$ cat config.mk
export PLATFORM = sky130hd
export DESIGN_NAME = pmrp_queue
export DESIGN_NICKNAME = d
export VERILOG_FILES = /design/src/rtl/pmrp_pkg.sv /design/src/rtl/pmrp_queue.sv
export VERILOG_INCLUDE_DIRS = /design/src /design/src/rtl
export SDC_FILE = /design/constraint.sdc
export NUM_CORES = 1
export LEC_CHECK = 0
export BUFFER_PORTS_ARGS = -buffer_cell sky130_fd_sc_hd__buf_2
export CORE_MARGIN = 5
export CORE_UTILIZATION = 52
export DETAILED_ROUTE_END_ITERATION = 12
export PLACE_DENSITY_LB_ADDON = 0.12
export SETUP_SLACK_MARGIN = 0.5
export SLEW_MARGIN = 40
export SYNTH_ARGS = -nofsm -noshare
export SYNTH_HDL_FRONTEND = slang
export SYNTH_SLANG_ARGS = --single-unit
$ cat constraint.sdc
create_clock -name i_clk -period 2.6 [get_ports i_clk]
set_clock_uncertainty 0.15 [all_clocks]
set_input_delay 0.39 -clock i_clk [delete_from_list [all_inputs] [get_ports i_clk]]
set_output_delay 0.39 -clock i_clk [all_outputs]
set_load 0.01 [all_outputs]
$ cat src/rtl/point_in_mesh_ray_parity_unit_macros.svh
// Assertion helpers shared by the point-in-mesh blocks.
// Each macro expects i_clk and i_rst_n in the enclosing module.
`ifndef POINT_IN_MESH_RAY_PARITY_UNIT_MACROS_SVH
`define POINT_IN_MESH_RAY_PARITY_UNIT_MACROS_SVH

// same-cycle implication
`define PMRP_ASSERT_IMP(lbl, ante, cons) \
    lbl: assert property (@(posedge i_clk) disable iff (!i_rst_n) (ante) |-> (cons)) \
        else $error("pmrp check failed");

// next-cycle implication
`define PMRP_ASSERT_NEXT(lbl, ante, cons) \
    lbl: assert property (@(posedge i_clk) disable iff (!i_rst_n) (ante) |=> (cons)) \
        else $error("pmrp check failed");

`endif

$ cat src/rtl/pmrp_pkg.sv
package pmrp_pkg;

    localparam int MAX_VERTICES_DEF = 1024;
    localparam int MAX_FACES_DEF    = 1024;

    // word field widths
    localparam int CMD_W    = 2;
    localparam int SLOT_W   = 10;
    localparam int COORD_W  = 32;
    localparam int CORNER_W = 10;
    localparam int CFG_W    = 11;
    localparam int ODD_W    = 2;

    // reciprocal shift for the corner wrap
    localparam int RECIP_SH = 27;

    localparam int QUEUE_DEPTH = 2;

    // datapath widths
    localparam int E_W   = 33;   // edge and offset components
    localparam int LO_W  = 33;   // low split of a normal component
    localparam int B_W   = 34;   // second multiplier operand
    localparam int N_W   = 67;   // cross product components
    localparam int P_W   = 67;   // product register
    localparam int ACC_W = 102;  // accumulator, holds the triple product
    localparam int SUM_W = 69;   // three-term sum in the hit test

    localparam int STEPS  = 24;
    localparam int STEP_W = 5;

    typedef enum logic [1:0] {
        CMD_VERTEX   = 2'd0,
        CMD_TRIANGLE = 2'd1,
        CMD_QUERY    = 2'd2
    } t_cmd;

    typedef enum logic [1:0] {
        OPA_E1,
        OPA_E2,
        OPA_S
    } t_asel;

    typedef enum logic [2:0] {
        OPB_E1,
        OPB_E2,
        OPB_S,
        OPB_NLO,
        OPB_NHI
    } t_bsel;

    typedef enum logic [1:0] {
        DST_N,
        DST_U,
        DST_W,
        DST_NT
    } t_dst;

    typedef struct packed {
        t_asel       a_sel;
        logic [1:0]  a_idx;
        t_bsel       b_sel;
        logic [1:0]  b_idx;
        logic        neg;
        logic        shift;
        logic        first;
        logic        last;
        t_dst        dst;
        logic [1:0]  dst_idx;
    } t_uop;

    // Micro-op sequence for one triangle:
    //   0..5   n  = e1 x e2
    //   6..11  u  = e2 x s
    //   12..17 w  = s  x e1
    //   18..23 nt = s . n, each n component split in a low and a high half
    function automatic t_uop uop_at(input logic [STEP_W-1:0] step);
        t_uop           u;
        logic [STEP_W-1:0] k;
        logic [1:0]     c;
        logic [1:0]     c1;
        logic [1:0]     c2;
        u = '0;
        if (step < STEP_W'(18)) begin
            if (step < STEP_W'(6)) begin
                u.a_sel = OPA_E1;
                u.b_sel = OPB_E2;
                u.dst   = DST_N;
                k       = step;
            end else if (step < STEP_W'(12)) begin
                u.a_sel = OPA_E2;
                u.b_sel = OPB_S;
                u.dst   = DST_U;
                k       = step - STEP_W'(6);
            end else begin
                u.a_sel = OPA_S;
                u.b_sel = OPB_E1;
                u.dst   = DST_W;
                k       = step - STEP_W'(12);
            end
            c  = k[2:1];
            c1 = (c == 2'd2) ? 2'd0 : c + 2'd1;
            c2 = (c == 2'd0) ? 2'd2 : c - 2'd1;
            u.a_idx   = k[0] ? c2 : c1;
            u.b_idx   = k[0] ? c1 : c2;
            u.neg     = k[0];
            u.first   = !k[0];
            u.last    = k[0];
            u.dst_idx = c;
        end else begin
            k         = step - STEP_W'(18);
            c         = k[2:1];
            u.a_sel   = OPA_S;
            u.a_idx   = c;
            u.b_sel   = k[0] ? OPB_NHI : OPB_NLO;
            u.b_idx   = c;
            u.shift   = k[0];
            u.first   = (k == STEP_W'(0));
            u.last    = (k == STEP_W'(5));
            u.dst     = DST_NT;
            u.dst_idx = 2'd0;
        end
        return u;
    endfunction

    function automatic logic signed [E_W-1:0] pick_e(
        input logic signed [E_W-1:0] v0,
        input logic signed [E_W-1:0] v1,
        input logic signed [E_W-1:0] v2,
        input logic [1:0]            idx
    );
        case (idx)
            2'd0:    return v0;
            2'd1:    return v1;
            default: return v2;
        endcase
    endfunction

    function automatic logic signed [N_W-1:0] pick_n(
        input logic signed [N_W-1:0] v0,
        input logic signed [N_W-1:0] v1,
        input logic signed [N_W-1:0] v2,
        input logic [1:0]            idx
    );
        case (idx)
            2'd0:    return v0;
            2'd1:    return v1;
            default: return v2;
        endcase
    endfunction

endpackage

$ cat src/rtl/pmrp_queue.sv
module pmrp_queue import pmrp_pkg::*; #(
    parameter int WIDTH = 8
) (
    input  logic                i_clk,
    input  logic                i_rst_n,
    input  logic                i_wr_valid,
    output logic                o_wr_ready,
    input  logic [WIDTH-1:0]    i_wr_data,
    output logic                o_rd_valid,
    input  logic                i_rd_ready,
    output logic [WIDTH-1:0]    o_rd_data
);

    localparam int PW = (QUEUE_DEPTH > 1) ? $clog2(QUEUE_DEPTH) : 1;
    localparam int CW = $clog2(QUEUE_DEPTH + 1);

    logic [WIDTH-1:0]   r_mem [QUEUE_DEPTH];
    logic [PW-1:0]      r_wp;
    logic [PW-1:0]      r_rp;
    logic [CW-1:0]      r_count;
    logic               wr;
    logic               rd;

    assign o_wr_ready = (r_count != CW'(QUEUE_DEPTH));
    assign o_rd_valid = (r_count != '0);
    assign o_rd_data  = r_mem[r_rp];
    assign wr         = i_wr_valid && o_wr_ready;
    assign rd         = o_rd_valid && i_rd_ready;

    // advance pointers and occupancy
    always_ff @(posedge i_clk) begin
        if (!i_rst_n) begin
            r_wp    <= '0;
            r_rp    <= '0;
            r_count <= '0;
        end else begin
            if (wr) begin
                r_wp <= (r_wp == PW'(QUEUE_DEPTH - 1)) ? '0 : r_wp + PW'(1);
            end
            if (rd) begin
                r_rp <= (r_rp == PW'(QUEUE_DEPTH - 1)) ? '0 : r_rp + PW'(1);
            end
            if (wr && !rd) begin
                r_count <= r_count + CW'(1);
            end else if (rd && !wr) begin
                r_count <= r_count - CW'(1);
            end
        end
    end

    always_ff @(posedge i_clk) begin
        if (wr) begin
            r_mem[r_wp] <= i_wr_data;
        end
    end

`include "point_in_mesh_ray_parity_unit_macros.svh"

    `PMRP_ASSERT_IMP(count_bound, 1'b1, r_count <= CW'(QUEUE_DEPTH))
    `PMRP_ASSERT_NEXT(count_up, wr && !rd, r_count == $past(r_count) + CW'(1))

endmodule

==> metrics.yaml <==
dieHeight_um: 49.5
cp-start-kind: "flop"
path_max_fanout: 8
cts_hold_buf: 0
max_cap_viol_count: 0
tightestPinTransition_ps: 379
crit_slowest_cell: "dfxtp_1"
start_util: 0.544
arrival_ps: 1340
grt_pass1_wl_um: 2080
relSlewSlack: 0.747
fp.dieW_um: 49.5
avgSynthCellArea_um2: 16.2
antenna_found_initial: 0
final_cell_mix: "21 x buf_2, 16 x edfxtp_1, 8 x mux2_2, 5 x dfxtp_1"
layout_commonest_cell: "buf_2"
cp.required_ps: 2060
slowest_delay_ps: 530
io_pins: 22
insertion_delay_ps: 280
num_antenna_cells: 0
fp.dieArea_um2: 2450
setup_tns_ps: 0
root_buffer: "clkbuf_4"
clockBufferDepth: 2
postCtsSetupBuffers: 0
gp_congestion: 0.703
fin_util: 0.642
grt_pass1_vias: 498
vias: 469
rr_startpoint: "r_count[0]$_SDFFE_PN0P_"
routed_wl_um: 1190
drive_gt1_frac: 0.473
fmax_ghz: 0.532
numClockSinks: 21
holdPathEnd: "r_mem[0][6]$_DFFE_PP_"
place_area_um2: 930
period_needed_ps: 1880
htreeDepth: 1
path_cells: "mux2_2 > buf_2"
hold_viol: 0
synth_cell_types: 17
hp-class: "input port to flop"
p_per_area_nw_per_um2: 922
syn_to_final_growth_pct: 18.1
tritoncts: "yes"
first_iter_violations: 11
path_class: "flop to primary output"
drc_errors: 0
dr.pass1.iters: 4
nNetsFinal: 88
grt_usage: 0.114
hold_depth: 1
crit_cells: 2
io_buffers: 21
max-vdd-ir-drop_uv: 491
outcome: "finished, final reports clean"
path_clk_slew_ps: 110
period_share: 0.722
rrSetupSlack_ps: 870
mappedNetlistArea_um2: 810
cts_made_buffers: 3
finalMaxSlewViolations: 0
crit_path_end_kind: "primary output"
fp.coreArea_um2: 1490
synth-seq-cells: 21
cts_resized: 0
rows: 14
viasPerCell: 5.21
fin_area_um2: 956
grt_overflow: 0
min_from: "i_wr_data[6]"
yosysSeqAreaShare: 0.717
antenna_left: 0
grt_setup_unrepaired: "false"
setup_violations: 0
reg2reg_to: "r_count[1]$_SDFFE_PN0P_"
grt_max_degree: 12
synth.net_count: 63
r2r_cells: 5
cellLeakagePower_nw: 0.387
yosysWarnings: 0
dpl.hpwl_um: 904
critPathBufInv: 1
critical-path-top-delay-family: "flip-flops"
syn_inst: 50
wl_per_cell_um: 13.2
## power by group
part	switching (mW)	internal, mW
sequential	0.0447	0.426
clock	0.0865	0.0596
combinational	0.125	0.140
total	0.256	0.625
## worst reg2reg max path, delay by kind of cell (launching register included)
family / cells / cell delay (ps)
simple gates: 3 / 710
fa+ha+maj: 1 / 310
flops: 1 / 370
compound gates: 1 / 140
## flip-flops by register name, summed over array words and instances (netlist names), named ones only
signal	cells
r_mem	16
r_rp	1
r_wp	1
r_count	2
## how the worst max path moves through the flow
stage	endpoint	start	slack [ps]
CTS	o_rd_data[6]	flop	690
global placement	r_count[1]$_SDFFE_PN0P_	r_count[0]$_SDFFE_PN0P_	920
finish	o_rd_data[2]	flop	720
global route	o_rd_data[0]	flop	630
detailed placement	r_count[1]$_SDFFE_PN0P_	r_count[0]$_SDFFE_PN0P_	900
floorplan	r_count[1]$_SDFFE_PN0P_	r_count[0]$_SDFFE_PN0P_	950
## kinds of logic after synthesis
logic type / share of synthesized area
AO/OA/AOI/OAI: 0.0371
XOR/XNOR: 0.0325
adder cells (fa/ha/maj): 0.0155
buffers and inverters: 0.0155
flip-flops: 0.717
multiplexers: 0.111
AND/OR/NAND/NOR: 0.0711
## stage by stage
| step | hold WS (ps) | setup WS [ps] | std cells | total power [mW] |
|---|---|---|---|---|
| after floorplan | 322 | 951 | 50 | 0.660 |
| after global placement | 348 | 924 | 86 | 0.741 |
| after detailed placement | 352 | 898 | 86 | 0.745 |
| after CTS | 122 | 689 | 90 | 0.892 |
| after global routing | 104 | 629 | 90 | 0.950 |
| final | 130 | 722 | 90 | 0.881 |
## area by class of cell
cell class,count,area (um^2)
Tap cell,16,20.0
Inverter,2,7.51
Fill cell,127,533
Multi-Input combinational cell,26,216
Timing Repair Buffer,21,105
Sequential cell,21,581
Clock buffer,4,26.3
## metal layers
metal / up-vias / wire, um / global-route usage
li1: 232 / - / -
met1: 223 / 468 / 0.123
met2: 12 / 631 / 0.195
met3: 2 / 83 / 0.0331
met4: 0 / 8 / 0.0655
met5: - / 0 / 0
## synth_stat cells
master,number,share of area
nand2b_4,1,0.017
edfxtp_1,16,0.59
and3_1,1,0.0077
xor2_1,3,0.032
a21bo_2,1,0.012
inv_1,2,0.0093
or2_2,1,0.0077
and2_1,1,0.0077
nand3b_1,1,0.0093
ha_1,1,0.015
mux2_2,8,0.11
nor2_1,3,0.014
a21oi_1,2,0.012
or3_1,1,0.0077
o21ai_0,2,0.012
buf_2,1,0.0062
dfxtp_1,5,0.12
No activity file was read; power rests on OpenSTA's default activity.
