`config.mk`:
```
export PLATFORM = sky130hd
export DESIGN_NAME = pmrp_front_flat
export DESIGN_NICKNAME = d
export VERILOG_FILES = /design/src/rtl/pmrp_pkg.sv /design/src/rtl/pmrp_if.sv /design/src/rtl/pmrp_front.sv /design/src/flat_wrapper.sv
export VERILOG_INCLUDE_DIRS = /design/src /design/src/rtl
export SDC_FILE = /design/constraint.sdc
export NUM_CORES = 1
export LEC_CHECK = 0
export BUFFER_PORTS_ARGS = -buffer_cell sky130_fd_sc_hd__buf_2
export CAP_MARGIN = 20
export CORE_ASPECT_RATIO = 0.7
export CORE_MARGIN = 3
export CORE_UTILIZATION = 44
export CTS_CLUSTER_SIZE = 20
export DETAILED_ROUTE_END_ITERATION = 10
export PLACE_DENSITY = 0.84
export SETUP_SLACK_MARGIN = 0.5
export SLEW_MARGIN = 20
export SYNTH_ARGS = -nofsm -noshare
export SYNTH_HDL_FRONTEND = slang
export SYNTH_SLANG_ARGS = --single-unit
export TNS_END_PERCENT = 50
```
`constraint.sdc`:
```
create_clock -name i_clk -period 20 [get_ports i_clk]
set_input_delay 2 -clock i_clk [delete_from_list [all_inputs] [get_ports i_clk]]
set_output_delay 2 -clock i_clk [all_outputs]
set_load 0.02 [all_outputs]
```
`src/rtl/point_in_mesh_ray_parity_unit_macros.svh`:
```
// Assertion helpers shared by the point-in-mesh blocks.
// Each macro expects i_clk and i_rst_n in the enclosing module.
`ifndef POINT_IN_MESH_RAY_PARITY_UNIT_MACROS_SVH
`define POINT_IN_MESH_RAY_PARITY_UNIT_MACROS_SVH

// same-cycle implication
`define PMRP_ASSERT_IMP(lbl, ante, cons) \
    lbl: assert property (@(posedge i_clk) disable iff (!i_rst_n) (ante) |-> (cons)) \
        else $error("pmrp check failed");

// next-cycle implication
`define PMRP_ASSERT_NEXT(lbl, ante, cons) \
    lbl: assert property (@(posedge i_clk) disable iff (!i_rst_n) (ante) |=> (cons)) \
        else $error("pmrp check failed");

`endif

```
`src/rtl/pmrp_pkg.sv`:
```
package pmrp_pkg;

    localparam int MAX_VERTICES_DEF = 1024;
    localparam int MAX_FACES_DEF    = 1024;

    // word field widths
    localparam int CMD_W    = 2;
    localparam int SLOT_W   = 10;
    localparam int COORD_W  = 32;
    localparam int CORNER_W = 10;
    localparam int CFG_W    = 11;
    localparam int ODD_W    = 2;

    // reciprocal shift for the corner wrap
    localparam int RECIP_SH = 27;

    localparam int QUEUE_DEPTH = 2;

    // datapath widths
    localparam int E_W   = 33;   // edge and offset components
    localparam int LO_W  = 33;   // low split of a normal component
    localparam int B_W   = 34;   // second multiplier operand
    localparam int N_W   = 67;   // cross product components
    localparam int P_W   = 67;   // product register
    localparam int ACC_W = 102;  // accumulator, holds the triple product
    localparam int SUM_W = 69;   // three-term sum in the hit test

    localparam int STEPS  = 24;
    localparam int STEP_W = 5;

    typedef enum logic [1:0] {
        CMD_VERTEX   = 2'd0,
        CMD_TRIANGLE = 2'd1,
        CMD_QUERY    = 2'd2
    } t_cmd;

    typedef enum logic [1:0] {
        OPA_E1,
        OPA_E2,
        OPA_S
    } t_asel;

    typedef enum logic [2:0] {
        OPB_E1,
        OPB_E2,
        OPB_S,
        OPB_NLO,
        OPB_NHI
    } t_bsel;

    typedef enum logic [1:0] {
        DST_N,
        DST_U,
        DST_W,
        DST_NT
    } t_dst;

    typedef struct packed {
        t_asel       a_sel;
        logic [1:0]  a_idx;
        t_bsel       b_sel;
        logic [1:0]  b_idx;
        logic        neg;
        logic        shift;
        logic        first;
        logic        last;
        t_dst        dst;
        logic [1:0]  dst_idx;
    } t_uop;

    // Micro-op sequence for one triangle:
    //   0..5   n  = e1 x e2
    //   6..11  u  = e2 x s
    //   12..17 w  = s  x e1
    //   18..23 nt = s . n, each n component split in a low and a high half
    function automatic t_uop uop_at(input logic [STEP_W-1:0] step);
        t_uop           u;
        logic [STEP_W-1:0] k;
        logic [1:0]     c;
        logic [1:0]     c1;
        logic [1:0]     c2;
        u = '0;
        if (step < STEP_W'(18)) begin
            if (step < STEP_W'(6)) begin
                u.a_sel = OPA_E1;
                u.b_sel = OPB_E2;
                u.dst   = DST_N;
                k       = step;
            end else if (step < STEP_W'(12)) begin
                u.a_sel = OPA_E2;
                u.b_sel = OPB_S;
                u.dst   = DST_U;
                k       = step - STEP_W'(6);
            end else begin
                u.a_sel = OPA_S;
                u.b_sel = OPB_E1;
                u.dst   = DST_W;
                k       = step - STEP_W'(12);
            end
            c  = k[2:1];
            c1 = (c == 2'd2) ? 2'd0 : c + 2'd1;
            c2 = (c == 2'd0) ? 2'd2 : c - 2'd1;
            u.a_idx   = k[0] ? c2 : c1;
            u.b_idx   = k[0] ? c1 : c2;
            u.neg     = k[0];
            u.first   = !k[0];
            u.last    = k[0];
            u.dst_idx = c;
        end else begin
            k         = step - STEP_W'(18);
            c         = k[2:1];
            u.a_sel   = OPA_S;
            u.a_idx   = c;
            u.b_sel   = k[0] ? OPB_NHI : OPB_NLO;
            u.b_idx   = c;
            u.shift   = k[0];
            u.first   = (k == STEP_W'(0));
            u.last    = (k == STEP_W'(5));
            u.dst     = DST_NT;
            u.dst_idx = 2'd0;
        end
        return u;
    endfunction

    function automatic logic signed [E_W-1:0] pick_e(
        input logic signed [E_W-1:0] v0,
        input logic signed [E_W-1:0] v1,
        input logic signed [E_W-1:0] v2,
        input logic [1:0]            idx
    );
        case (idx)
            2'd0:    return v0;
            2'd1:    return v1;
            default: return v2;
        endcase
    endfunction

    function automatic logic signed [N_W-1:0] pick_n(
        input logic signed [N_W-1:0] v0,
        input logic signed [N_W-1:0] v1,
        input logic signed [N_W-1:0] v2,
        input logic [1:0]            idx
    );
        case (idx)
            2'd0:    return v0;
            2'd1:    return v1;
            default: return v2;
        endcase
    endfunction

endpackage

```
`src/rtl/pmrp_if.sv`:
```
interface pmrp_in_if import pmrp_pkg::*; ();
    logic                       valid;
    logic                       ready;
    logic [CMD_W-1:0]           cmd;
    logic [SLOT_W-1:0]          slot;
    logic signed [COORD_W-1:0]  coord_x;
    logic signed [COORD_W-1:0]  coord_y;
    logic signed [COORD_W-1:0]  coord_z;
    logic [CORNER_W-1:0]        corner_a;
    logic [CORNER_W-1:0]        corner_b;
    logic [CORNER_W-1:0]        corner_c;

    modport source (
        output valid, cmd, slot, coord_x, coord_y, coord_z, corner_a, corner_b, corner_c,
        input  ready
    );
    modport sink (
        input  valid, cmd, slot, coord_x, coord_y, coord_z, corner_a, corner_b, corner_c,
        output ready
    );
endinterface


```
`src/rtl/pmrp_front.sv`:
```
module pmrp_front import pmrp_pkg::*; #(
    parameter int MAX_VERTICES = MAX_VERTICES_DEF,
    parameter int MAX_FACES    = MAX_FACES_DEF,
    parameter int QW           = CMD_W + SLOT_W + 3 * COORD_W + 3 * 10
) (
    input  logic            i_clk,
    input  logic            i_rst_n,
    pmrp_in_if.sink         i_in,
    output logic            o_q_valid,
    input  logic            i_q_ready,
    output logic [QW-1:0]   o_q_data
);

    localparam int VIW     = $clog2(MAX_VERTICES);
    localparam int RECIP_W = RECIP_SH + 1;
    localparam int MP_W    = RECIP_W + CORNER_W;
    localparam int RM_W    = CORNER_W + 17;
    localparam logic [RECIP_W-1:0] RECIP =
        RECIP_W'(((1 << RECIP_SH) + MAX_VERTICES - 1) / MAX_VERTICES);
    localparam logic [RM_W-1:0] MV_C = RM_W'(MAX_VERTICES);

    logic                       r_v;
    t_cmd                       r_cmd;
    logic [SLOT_W-1:0]          r_slot;
    logic signed [COORD_W-1:0]  r_x;
    logic signed [COORD_W-1:0]  r_y;
    logic signed [COORD_W-1:0]  r_z;
    logic [CORNER_W-1:0]        r_c [3];
    logic [CORNER_W-1:0]        r_q [3];

    logic [CORNER_W-1:0]        in_c [3];
    logic [MP_W-1:0]            qprod [3];
    logic [RM_W-1:0]            rem [3];
    logic [VIW-1:0]             wrap [3];
    logic                       keep;
    logic                       wrap_ok;

    assign in_c[0] = i_in.corner_a;
    assign in_c[1] = i_in.corner_b;
    assign in_c[2] = i_in.corner_c;

    // estimate corner / vertex count by reciprocal, then take the remainder
    always_comb begin
        for (int i = 0; i < 3; i++) begin
            qprod[i] = MP_W'(in_c[i]) * MP_W'(RECIP);
            rem[i]   = RM_W'(r_c[i]) - RM_W'(r_q[i]) * MV_C;
            wrap[i]  = VIW'(rem[i]);
        end
    end

    // classify: drop out-of-range loads and the unused command
    always_comb begin
        case (r_cmd)
            CMD_VERTEX:   keep = (32'(r_slot) < MAX_VERTICES);
            CMD_TRIANGLE: keep = (32'(r_slot) < MAX_FACES);
            CMD_QUERY:    keep = 1'b1;
            default:      keep = 1'b0;
        endcase
    end

    assign i_in.ready = !r_v || !keep || i_q_ready;
    assign o_q_valid  = r_v && keep;
    assign o_q_data   = {r_cmd, r_slot, r_x, r_y, r_z, wrap[0], wrap[1], wrap[2]};

    // hold the accepted word until the queue takes it
    always_ff @(posedge i_clk) begin
        if (!i_rst_n) begin
            r_v <= 1'b0;
        end else if (i_in.ready) begin
            r_v <= i_in.valid;
        end
    end

    always_ff @(posedge i_clk) begin
        if (i_in.valid && i_in.ready) begin
            r_cmd  <= t_cmd'(i_in.cmd);
            r_slot <= i_in.slot;
            r_x    <= i_in.coord_x;
            r_y    <= i_in.coord_y;
            r_z    <= i_in.coord_z;
            for (int i = 0; i < 3; i++) begin
                r_c[i] <= in_c[i];
                r_q[i] <= qprod[i][RECIP_SH +: CORNER_W];
            end
        end
    end

    assign wrap_ok = (32'(wrap[0]) < MAX_VERTICES) && (32'(wrap[1]) < MAX_VERTICES)
                     && (32'(wrap[2]) < MAX_VERTICES);

`include "point_in_mesh_ray_parity_unit_macros.svh"

    `PMRP_ASSERT_IMP(wrap_in_range, o_q_valid && r_cmd == CMD_TRIANGLE, wrap_ok)

endmodule

```
`src/flat_wrapper.sv`:
```
// flat-port wrapper written by rule: the top's interface ports become plain ports
module pmrp_front_flat import pmrp_pkg::*;
#(
    parameter int MAX_VERTICES = MAX_VERTICES_DEF,
    parameter int MAX_FACES    = MAX_FACES_DEF,
    parameter int QW           = CMD_W + SLOT_W + 3 * COORD_W + 3 * 10
)
  (i_clk, i_rst_n, o_q_valid, i_q_ready, o_q_data, i_in_valid, i_in_cmd, i_in_slot, i_in_coord_x, i_in_coord_y, i_in_coord_z, i_in_corner_a, i_in_corner_b, i_in_corner_c, i_in_ready);
  pmrp_in_if i_in_i ();
  input  logic i_clk;
  input  logic i_rst_n;
  output logic o_q_valid;
  input  logic i_q_ready;
  output logic [QW-1:0] o_q_data;
  input wire logic [$bits(i_in_i.valid)-1:0] i_in_valid;
  input wire logic [$bits(i_in_i.cmd)-1:0] i_in_cmd;
  input wire logic [$bits(i_in_i.slot)-1:0] i_in_slot;
  input wire logic [$bits(i_in_i.coord_x)-1:0] i_in_coord_x;
  input wire logic [$bits(i_in_i.coord_y)-1:0] i_in_coord_y;
  input wire logic [$bits(i_in_i.coord_z)-1:0] i_in_coord_z;
  input wire logic [$bits(i_in_i.corner_a)-1:0] i_in_corner_a;
  input wire logic [$bits(i_in_i.corner_b)-1:0] i_in_corner_b;
  input wire logic [$bits(i_in_i.corner_c)-1:0] i_in_corner_c;
  output wire logic [$bits(i_in_i.ready)-1:0] i_in_ready;
  assign i_in_i.valid = i_in_valid;
  assign i_in_i.cmd = i_in_cmd;
  assign i_in_i.slot = i_in_slot;
  assign i_in_i.coord_x = i_in_coord_x;
  assign i_in_i.coord_y = i_in_coord_y;
  assign i_in_i.coord_z = i_in_coord_z;
  assign i_in_i.corner_a = i_in_corner_a;
  assign i_in_i.corner_b = i_in_corner_b;
  assign i_in_i.corner_c = i_in_corner_c;
  assign i_in_ready = i_in_i.ready;
  pmrp_front #(.MAX_VERTICES(MAX_VERTICES), .MAX_FACES(MAX_FACES), .QW(QW)) u_core (.i_clk(i_clk), .i_rst_n(i_rst_n), .i_in(i_in_i), .o_q_valid(o_q_valid), .i_q_ready(i_q_ready), .o_q_data(o_q_data));
endmodule
```
==> results.md <==
* Reg2reg setup slack at 17420 ps
* Dpl hpwl at 7.70 mm
* Residual DRC at 0
* Vias in the first global route at 2548
* Final Cycle Share at 0.222
* Internal power at 0.569 mW
* Clock share of power at 0.438
* TritonCTS Buffers at 17
* Syn_nets at 286
* Post-route ant nets at 0
* Fmax at 225 MHz
* RSZ-0062 raised after global routing: no
* First-pass GRT wire length at 14.0 mm
* Vias per cell at 4.45
* Worst r2r src: u_core.r_v$_SDFFE_PN0P_
* Synth Warn # at 0
* HP Start: u_core.r_cmd[1]$_DFFE_PP_
* Synthesis-stage register bit count at 139
* Site row count at 29
* Hold Vio Cnt, Final at 0
* Share of layout cells above drive strength 1 at 0.683
* Mux cell area share after synthesis at 0
* Setup TNS at 0 ps
* Hold Buf Count CTS at 0
* Complex-gate fraction of the synthesized area at 0.00446
* Leakage dissipation at 2.77 nW
* Worst vdd ir at 0.0000881 V
* Vias at 2591
* WS Path Type: primary input to primary output
* Clock-pin slew on the worst setup and hold paths at 50 ps
* Arrival time at the worst endpoint at 2450 ps
* CTS sink count at 139
* # resized after CTS at 0
* Post-CTS Setup Inserts at 0
* Slew headroom at 0.374
* Pin count of the biggest net entering global routing at 79
* CTS tree: built
* Synth Area in Simple Gates at 0.00476
* PortBufs at 281
* Hold depth at 3
* # H-tree levels at 4
* Crit path time final at 4450 ps
* Worst Hold Endpoint: u_core.r_v$_SDFFE_PN0P_
* Die Wd at 123 um
* ANT cells at 0
* Worst-Skew Late Latency at 400 ps
* WP data required at 18000 ps
* Area Growth Syn to Fin at 52.0%
* Worst setup EP type: primary output
* Net Sw Power at 0.152 mW
* Worst r2r path cells at 5
* Endpoints failing setup at 0
* Clock skew at 10.5 ps
* Max_cap viols at 0
* Measured slew at the worst slew-check pin at 938 ps
* Cell taking the most area after synthesis: edfxtp_1
* Synth unique cells at 7
* Final Max Slew Viols at 0
* RePlAce Congestion at 0.700
* Share of the synthesized area in the top cell type at 0.985
* Post-synthesis xor/xnor area fraction at 0
* Mapped Cells at 144
* Total track usage at 0.185
* Initial antenna violation count at 1
* Largest cells by area after synthesis: edfxtp_1 (99%), dfxtp_1 (0.48%), nor2b_4 (0.33%)
* Hold crit path type: register to register
* Clk buf depth at 2
* Number of I/O pins at 282
* DRT Wirelength at 10.2 mm
* Worst setup SP type: primary input
* Reg-to-reg endpoint: u_core.r_c[0][25]$_DFFE_PP_
* First drt pass iteration count at 4
* PwrDens at 113 nW/um2
* Core Region at 9180 um2
* Total power at 0.721 mW
* Largest family of logic cells by synthesized area: simple AND/OR/NAND/NOR gates
* Post-synthesis sequential area ratio at 0.990
* DRT iter0 DRCs at 168
* CP Max Fanout at 3
* Final nets at 588
* Post-Syn Area at 4210 um2
* Wire length per cell at 17.5 um
* Die H at 87.8 um
* Power share of the combinational group at 0.083
* Sw Ratio at 0.210
* CTS root buffer: clkbuf_16
* DIE AREA at 10800 um2
* Synth Area in Adders at 0
* Starting Density at 0.458
* Outcome: finished, final reports clean
* Flop pwr share at 0.480
* Mean instance size in the synthesized netlist at 29.2 um2
* GRT Residual Overflow at 0
## synth_stat cells
cell type	instances
nor2b_4	1
o21a_1	1
edfxtp_1	138
inv_1	1
a21boi_2	1
nor2b_1	1
dfxtp_1	1
## sequential cells by signal (all words and copies together) (netlist names)
signal         flops
u_core.r_x        32
u_core.r_y        32
u_core.r_z        32
u_core.r_c        30
u_core.r_slot     10
u_core.r_cmd       2
u_core.r_v         1
## worst max path at each step
stage,slack [ps],end,start
finish,15550,i_in_ready,i_q_ready
global route,15510,i_in_ready,i_q_ready
CTS,15550,i_in_ready,i_q_ready
detailed placement,15550,i_in_ready,i_q_ready
global placement,15540,i_in_ready,i_q_ready
floorplan,11270,u_core.r_c[0][0]$_DFFE_PP_,i_q_ready
## through the flow
step	setup slack, ps	std cells	hold slack (ps)	cell area (um2)	utilization
4_1_cts	15550	582	768	6390	0.697
3_5_place_dp	15550	551	755	5790	0.631
3_3_place_gp	15540	551	735	5790	0.631
2_1_floorplan	11270	144	793	4210	-
5_1_grt	15510	582	799	6390	0.697
6_report	15550	582	764	6390	0.697
## worst max-delay path, stage by stage
cell and delay, ps:
buf_2 110, nor2b_4 140, inv_1 50, buf_2 150
## final cells by class
type	count	area [um2]
tap	124	155
timing repair buffer	283	1420
fill	611	2790
clock buffer	18	429
clock inverter	13	175
multi-input combinational	4	46.3
sequential	139	4160
inverter	1	3.75
## kinds of logic after synthesis
family                 after synthesis
AO/OA/AOI/OAI                        2
AND/OR/NAND/NOR                      2
flip-flops                         139
buffers and inverters                1
## per-layer routing
| layer | GRT usage | share of wire | routed length (um) | up-vias |
|---|---|---|---|---|
| met4 | 0.0843 | 0.019 | 199 | 2 |
| met3 | 0.0975 | 0.12 | 1200 | 16 |
| li1 | - | - | - | 1195 |
| met1 | 0.189 | 0.33 | 3380 | 1218 |
| met5 | 0 | 0.0011 | 11 | - |
| met2 | 0.318 | 0.53 | 5430 | 160 |
## cell usage in the layout (no fill, tap or decap)
master	n
a21boi_2	1
buf_2	281
buf_4	2
bufinv_16	4
clkbuf_1	1
clkbuf_16	17
clkinv_1	3
clkinv_2	2
clkinv_4	2
clkinvlp_4	1
dfxtp_1	1
edfxtp_1	138
inv_1	1
inv_6	1
nor2b_4	2
o21a_1	1
## power by group through the flow
stage               combinational [mW]  sequential [mW]  clock, mW
floorplan                      0.00573            0.377          0
global placement                0.0591            0.351          0
detailed placement              0.0605            0.352          0
CTS                             0.0608            0.346      0.323
global route                    0.0637            0.347      0.336
finish                          0.0597            0.346      0.316
Note: power is estimated with default switching activity, not from simulation.
